==> src/rtl/vlch_pkg.sv <==
// ----------------------------------------------------------------------------
// vlch_pkg
// Shared constants and types of the voxel label corner homogeneity core.
// ----------------------------------------------------------------------------
package vlch_pkg;

    // default image limits and label width
    localparam int DEF_MAX_X      = 64;
    localparam int DEF_MAX_Y      = 64;
    localparam int DEF_MAX_Z      = 1024;
    localparam int DEF_LABEL_BITS = 16;

    // configuration port and register widths
    localparam int CFG_IDX_W  = 2;
    localparam int CFG_DATA_W = 11;
    localparam int XREG_W     = 7;
    localparam int YREG_W     = 7;
    localparam int ZREG_W     = 11;

    // register indexes
    localparam logic [CFG_IDX_W-1:0] CFG_X_SIZE = 2'd0;
    localparam logic [CFG_IDX_W-1:0] CFG_Y_SIZE = 2'd1;
    localparam logic [CFG_IDX_W-1:0] CFG_Z_SIZE = 2'd2;

    // register reset values
    localparam logic [XREG_W-1:0] XREG_RESET = 7'd64;
    localparam logic [YREG_W-1:0] YREG_RESET = 7'd64;
    localparam logic [ZREG_W-1:0] ZREG_RESET = 11'd64;

    // position flags of the voxel being taken
    typedef struct packed {
        logic interior;
        logic last;
    } t_pos_flags;

endpackage

==> src/rtl/vlch_frame_ctrl.sv <==
// ----------------------------------------------------------------------------
// vlch_frame_ctrl
// Size registers, clamping, plane size and the x/y/z raster position counters.
// ----------------------------------------------------------------------------
module vlch_frame_ctrl #(
    parameter int MAX_X = vlch_pkg::DEF_MAX_X,
    parameter int MAX_Y = vlch_pkg::DEF_MAX_Y,
    parameter int MAX_Z = vlch_pkg::DEF_MAX_Z,
    localparam int XSW = $clog2(MAX_X + 1),
    localparam int YSW = $clog2(MAX_Y + 1),
    localparam int PLW = XSW + YSW
) (
    input  logic                               i_clk,
    input  logic                               i_rst_n,
    input  logic                               i_cfg_valid,
    output logic                               o_cfg_ready,
    input  logic [vlch_pkg::CFG_IDX_W-1:0]     i_cfg_index,
    input  logic [vlch_pkg::CFG_DATA_W-1:0]    i_cfg_data,
    input  logic                               i_step,
    output logic [XSW-1:0]                     o_xs,
    output logic [PLW-1:0]                     o_plane,
    output vlch_pkg::t_pos_flags               o_flags
);
    import vlch_pkg::*;

    localparam int ZSW = $clog2(MAX_Z + 1);
    localparam int XPW = $clog2(MAX_X);
    localparam int YPW = $clog2(MAX_Y);
    localparam int ZPW = $clog2(MAX_Z);

    logic [XREG_W-1:0] r_x_size;
    logic [YREG_W-1:0] r_y_size;
    logic [ZREG_W-1:0] r_z_size;
    logic [XPW-1:0]    r_x;
    logic [YPW-1:0]    r_y;
    logic [ZPW-1:0]    r_z;
    logic [PLW-1:0]    r_plane;
    logic [XSW-1:0]    xs;
    logic [YSW-1:0]    ys;
    logic [ZSW-1:0]    zs;
    logic              cfg_hit;
    logic              x_wrap;
    logic              y_wrap;
    logic              z_wrap;

    assign o_cfg_ready = 1'b1;

    // clamp register values to [3, max]
    always_comb begin
        if (r_x_size < XREG_W'(3)) begin
            xs = XSW'(3);
        end else if (32'(r_x_size) > MAX_X) begin
            xs = XSW'(MAX_X);
        end else begin
            xs = XSW'(r_x_size);
        end
        if (r_y_size < YREG_W'(3)) begin
            ys = YSW'(3);
        end else if (32'(r_y_size) > MAX_Y) begin
            ys = YSW'(MAX_Y);
        end else begin
            ys = YSW'(r_y_size);
        end
        if (r_z_size < ZREG_W'(3)) begin
            zs = ZSW'(3);
        end else if (32'(r_z_size) > MAX_Z) begin
            zs = ZSW'(MAX_Z);
        end else begin
            zs = ZSW'(r_z_size);
        end
    end

    // configuration register writes
    always_ff @(posedge i_clk) begin
        if (!i_rst_n) begin
            r_x_size <= XREG_RESET;
            r_y_size <= YREG_RESET;
            r_z_size <= ZREG_RESET;
        end else if (i_cfg_valid) begin
            unique case (i_cfg_index)
                CFG_X_SIZE: r_x_size <= i_cfg_data[XREG_W-1:0];
                CFG_Y_SIZE: r_y_size <= i_cfg_data[YREG_W-1:0];
                CFG_Z_SIZE: r_z_size <= i_cfg_data[ZREG_W-1:0];
                default:    r_x_size <= r_x_size;
            endcase
        end
    end

    always_comb begin
        unique case (i_cfg_index)
            CFG_X_SIZE, CFG_Y_SIZE, CFG_Z_SIZE: cfg_hit = i_cfg_valid;
            default:                            cfg_hit = 1'b0;
        endcase
    end

    // plane size, registered from the clamped x and y sizes
    always_ff @(posedge i_clk) begin
        r_plane <= PLW'(xs) * PLW'(ys);
    end

    assign x_wrap = (XSW'(r_x) + XSW'(1)) >= xs;
    assign y_wrap = (YSW'(r_y) + YSW'(1)) >= ys;
    assign z_wrap = (ZSW'(r_z) + ZSW'(1)) >= zs;

    // raster position counters, restarted by a write to a size register
    always_ff @(posedge i_clk) begin
        if (!i_rst_n) begin
            r_x <= '0;
            r_y <= '0;
            r_z <= '0;
        end else if (cfg_hit) begin
            r_x <= '0;
            r_y <= '0;
            r_z <= '0;
        end else if (i_step) begin
            if (x_wrap) begin
                r_x <= '0;
                if (y_wrap) begin
                    r_y <= '0;
                    r_z <= z_wrap ? '0 : r_z + ZPW'(1);
                end else begin
                    r_y <= r_y + YPW'(1);
                end
            end else begin
                r_x <= r_x + XPW'(1);
            end
        end
    end

    // flags for the voxel at the current position
    assign o_flags.interior = (r_x >= XPW'(2)) && (r_y >= YPW'(2)) && (r_z >= ZPW'(2));
    assign o_flags.last     = (XSW'(r_x) == xs - XSW'(1)) && (YSW'(r_y) == ys - YSW'(1))
                              && (ZSW'(r_z) == zs - ZSW'(1));
    assign o_xs    = xs;
    assign o_plane = r_plane;

endmodule

==> config.mk <==
export PLATFORM = sky130hd
export DESIGN_NAME = vlch_frame_ctrl
export DESIGN_NICKNAME = d
export VERILOG_FILES = /design/src/rtl/vlch_pkg.sv /design/src/rtl/vlch_frame_ctrl.sv
export SDC_FILE = /design/constraint.sdc
export NUM_CORES = 1
export LEC_CHECK = 0
export BUFFER_PORTS_ARGS = -buffer_cell sky130_fd_sc_hd__buf_4
export CORE_MARGIN = 2
export CORE_UTILIZATION = 40
export CTS_BUF_LIST = sky130_fd_sc_hd__clkbuf_4 sky130_fd_sc_hd__clkbuf_8
export CTS_CLUSTER_DIAMETER = 40
export DETAILED_ROUTE_END_ITERATION = 10
export PLACE_DENSITY_LB_ADDON = 0.3
export SLEW_MARGIN = 15
export SYNTH_ARGS = -nofsm -noshare
export SYNTH_HDL_FRONTEND = slang
export SYNTH_SLANG_ARGS = --single-unit
==> constraint.sdc <==
create_clock -name i_clk -period 9.3 [get_ports i_clk]
set_input_delay 0.93 -clock i_clk [delete_from_list [all_inputs] [get_ports i_clk]]
set_output_delay 0.93 -clock i_clk [all_outputs]
set_load 0.02 [all_outputs]
# Yosys cells after proc, flatten, opt, wreduce, memory -nomap -nowiden
# Cells that the tools add are included.
# totals
output_inout_bits,24
ff_bits,61
elab_cells,57
# op_classes
multipliers,1
eq_ne,5
bitwise,1
reduce_logical,12
n_addsub,9
n_lt_le_gt_ge,12
n_mux,10
# ops
cell,count
$mux 7,4
$mux 11,2
$add 6x1->7 const B,2
$eq 6x7->1,2
$ge 7x7->1,2
$gt 7x7->1 const B,2
$lt 7x2->1 const B,2
$mul 7x7->14,1
$sub 7x1->7 const B,2
$add 6x1->6 const B,2
$ge 6x2->1 const B,2
$mux 6,2
$add 10x1->11 const B,1
$eq 10x11->1,1
$ge 11x11->1,1
$gt 11x11->1 const B,1
$lt 11x2->1 const B,1
$sub 11x1->11 const B,1
$add 10x1->10 const B,1
$ge 10x2->1 const B,1
$mux 10,1
$reduce_and 2->1,4
$logic_and 1x1->1,4
$reduce_and 3->1,1
7 further kinds,7

# Depth between registers and ports, before layout
# logic_depth
ltp_word,7
ltp_mapped,20
depth_no_buf,18

# Worst setup path after synthesis
# No wires, ideal clock.
# synth_path
path_kind,register to register
start,register r_x_size[6]
end,"register r_plane[12], in the netlist o_plane[12]"
stages_incl_launch_ff,20
required_ns,9.221
period_less_slack_ns,5.272
setup_time_ns,0.079
arrival_ns,5.193
path_buffers,2
path_slack_ns,4.028
cell_sequence,dfxtp_1 -> buf_2 -> inv_2 -> clkbuf_1 -> o21ai_1 -> inv_1 -> nand2_1 -> fa_1 -> fa_1 -> inv_1 -> fa_1 -> inv_1 -> fa_1 -> inv_1 -> ha_1 -> nor2b_1 -> o21a_1 -> o41ai_1 -> or4b_1 -> o211ai_1
# synth_between
elab_chain_cells,4
word_cells_on_any_way,5
classes_between,mul: 1; order compare: 2; mux: 2
# synth_lines
item,line,text
from (decl),vlch_frame_ctrl.sv:31,logic [XREG_W-1:0] r_x_size;
from (signal assigned),vlch_frame_ctrl.sv:81,CFG_X_SIZE: r_x_size <= i_cfg_data[XREG_W-1:0];
from (signal assigned),vlch_frame_ctrl.sv:84,default: r_x_size <= r_x_size;
$gt 7x7->1,vlch_frame_ctrl.sv:52,end else if (32'(r_x_size) > MAX_X) begin
$mux 7,vlch_frame_ctrl.sv:52,
$mux 7 *,vlch_frame_ctrl.sv:50,if (r_x_size < XREG_W'(3)) begin
named net o_xs[0],vlch_frame_ctrl.sv:20,"output logic [XSW-1:0] o_xs,"
$mul 7x7->14 *,vlch_frame_ctrl.sv:98,r_plane <= PLW'(xs) * PLW'(ys);
to (signal assigned),vlch_frame_ctrl.sv:98,
to (decl),vlch_frame_ctrl.sv:37,logic [PLW-1:0] r_plane;
# The timed path passes the listed nets; every way through them passes the cells marked *.
# A chain may end at the register's enable or synchronous reset.

# Worst setup path after layout
# layout_path
start,register r_x_size[2]
end,"register r_plane[12], in the netlist o_plane[12]"
# layout_between
elab_chain_cells,4
word_cells_on_any_way,5
classes_between,mul: 1; order compare: 2; mux: 2
# layout_lines
item,line
$gt 7x7->1,vlch_frame_ctrl.sv:52
$mux 7,vlch_frame_ctrl.sv:52
$mux 7 *,vlch_frame_ctrl.sv:50
$mul 7x7->14 *,vlch_frame_ctrl.sv:98
# Every way passes the cells marked *; elsewhere a longest branch is shown, timed or not.

==> metrics <==
post-route minimum period=~5600 ps; fraction of layout cells with a size suffix above 1=0.108; Mapped Cells=between 600 and 700; worst path required time=9600 ps; initial antenna violation count=0; period utilization=0.600; vias in the first global route=approximately 4500; CTS clk-pin slew, worst paths=90 ps; syn_nets=764; Clk Latency, worst-skew pair=roughly 370 ps; CTS H-Tree Depth=3; Post-Synth Adder-Cell Area=0.240; full die area=14700 um^2; largest fanout on the critical path=8; XOR/XNOR Fraction of Synth Area=0.0798; Clock Sinks=61; CTS max path bufs=2; Clk pwr share=0.409; most frequent cells after synthesis=nor2_1 (76), ha_1 (67), dfxtp_1 (61); Synth area leaders=dfxtp_1 (22%), ha_1 (15%), fa_1 (8.8%); Primary FF master, synth=dfxtp_1; CTS tree=built; syn avg cell area=~8.4 um^2; Layout Nets=781; GRT Total Usage=0.190; CP arrival=5870 ps; largest net degree at the start of global routing=27; final core occ=0.457; compound-cell area share of the yosys netlist=0.119; most frequent cell after synthesis=nor2_1; Final Hold Viols=0; first-pass GRT wire length=22000 um; # hold bufs at CTS=0; Core Area=about 13000 um^2; clock root buffer=clkbuf_8; pwr dens=102 nW/um^2; initial DRC count=approximately 330; IO Pins=41; FP Rows=42; min-delay worst type=register to register; Total Neg Setup Slack=0 ps; EDFF count, synth=0; critical path type=register to register; Detailed Routing Iterations Pass 1=5; post-place instance area=5870 um^2; Seq/Total Area, Yosys=0.223; Leak=2.94 nW; ant diodes=0; Die Width=about 120 um; Max rail drop VDD=0.0000582 V; Max-slew headroom=0.303; Area Growth Syn to Fin=10.7%; MaxCap Viol Count=0; RSZ-0062 raised after global routing=no; Final ANT Viol Nets=0; starting density of the core=0.413; main combinational cell family by area after synthesis=adder cells; P_int=0.000442 W; area of the mapped netlist=5490 um^2; Final Setup Violations=0; fraction of the mapped netlist area in simple logic gates=0.226; # Post-CTS Setup Buffers=0; Combinational Power Share=0.149; IO Port Bufs=39; Routed WL=~13000 um; Final Max Slew Viols=0; CP Launch Type=register; Worst-Margin Slew=1040 ps; DP HPWL=10300 um; Distinct cells, synth=65; via count=roughly 4600; Seq pwr share=0.442; Max Freq=179 MHz; Switch Pwr=0.000180 W; Final Skew=~17 ps; Warnings, synthesis=0; area share of the largest cell type after synthesis=0.223; mux cell area share after synthesis=0.0593; CTS Buf Count=9; grt ovf=0; placer congestion estimate=0.932; register bit total from synthesis=a little over 60; drt drc=0; post-synth top area cell=dfxtp_1; status=finished clean; Resized cells post-CTS=0; fraction of registers with async set/reset=0; Fill cells=1319; die height=around 120 um; drt wl/cell=15.3 um; Finished Cell Area=between 6000 and 7000 um^2; Hold Worst Slack=roughly 540 ps; Sw Share=0.290; DR vias/cell=5.41; element type at the critical path end=register
worst max-delay path, stage by stage, from the launching register on:
cell	delay [ps]
dfxtp_1	350
nor4_1	450
o21ai_1	280
inv_1	200
nand2_1	100
fa_1	540
fa_1	550
inv_1	60
fa_1	530
inv_1	60
fa_1	530
inv_1	40
ha_1	330
nor2b_1	150
o21a_1	180
o41ai_1	530
or4b_1	510
o211ai_1	120
through the flow:
step	worst slack, ps	total power (W)	std cells
final	3720	0.000622	854
after global routing	3420	0.000652	854
after CTS	3720	0.000628	854
after detailed placement	3730	0.000373	838
after global placement	3870	0.000371	838
after floorplan	4030	0.000346	656
path summary, 6_finish.rpt:
check	slack, ps	to	startpoint	cells after the start
worst max register to register	3720	o_plane[12]$_DFF_P_	r_x_size[2]$_SDFFE_PN0P_	17
worst min-delay path	540	r_z[0]$_SDFFE_PP0P_	r_z[0]$_SDFFE_PP0P_	2
worst max-delay path	3720	o_plane[12]$_DFF_P_	r_x_size[2]$_SDFFE_PN0P_	17
worst min register to register	540	r_z[0]$_SDFFE_PP0P_	r_z[0]$_SDFFE_PP0P_	2
layout by cell type (no fill, tap or decap), drive strengths merged, types with 3 or more instances in the layout:
cell type   n
nand2      55
xnor2      31
a22oi       4
nand3      17
buf        40
mux2i      28
nor3       19
ha         67
nand3b      4
a21oi      17
mux2        4
or4         5
dfxtp      61
nor4        8
o21ai      28
o22ai       3
inv        41
o21a        5
fa         24
xor2       19
o2111ai     3
and3       11
nor2       77
a31oi       4
nand2b      8
nor2b      34
a21o        5
a211oi      4
clkbuf     11
o211ai      5
kinds of logic after synthesis:
logic type | after synthesis
and+or+nand+nor | 250
adders and majority gates | 91
muxes | 32
DFF | 61
xor gates and xnor gates | 50
AOI/OAI and AO/OA | 97
buffers and inverters | 74
other | 1
cell type report:
class                   count  area, um^2  area share
repair buffers             40         300      0.0494
flip-flops and latches     61        1220       0.201
clock inverters             5        58.8     0.00968
multi-input cells         521        3980       0.655
clock buffers              11         145      0.0239
well taps                 176         220      0.0363
inverters                  40         150      0.0247
power by group through the flow:
stage	combinational [W]	clock (W)	sequential, W
2_1_floorplan	0.0000683	0	0.000278
3_3_place_gp	0.0000905	0	0.000280
3_5_place_dp	0.0000924	0	0.000281
4_1_cts	0.0000928	0.000261	0.000275
5_1_grt	0.000102	0.000274	0.000276
6_report	0.0000925	0.000255	0.000275
registers in the layout, summed over array words and instances, names as in the netlist:
signal / cells
o_plane: 14
r_z_size: 11
r_z: 10
r_x_size: 7
r_y_size: 7
r_x: 6
r_y: 6
layer usage:
metal / up-vias / GRT usage / wire, um
met4: 0 / 0.0785 / 287
met1: 2186 / 0.248 / 6000
met5: - / 0 / 0
li1: 2287 / - / -
met3: 21 / 0.0423 / 758
met2: 129 / 0.302 / 6060
Power figures use the tool's default switching activity.
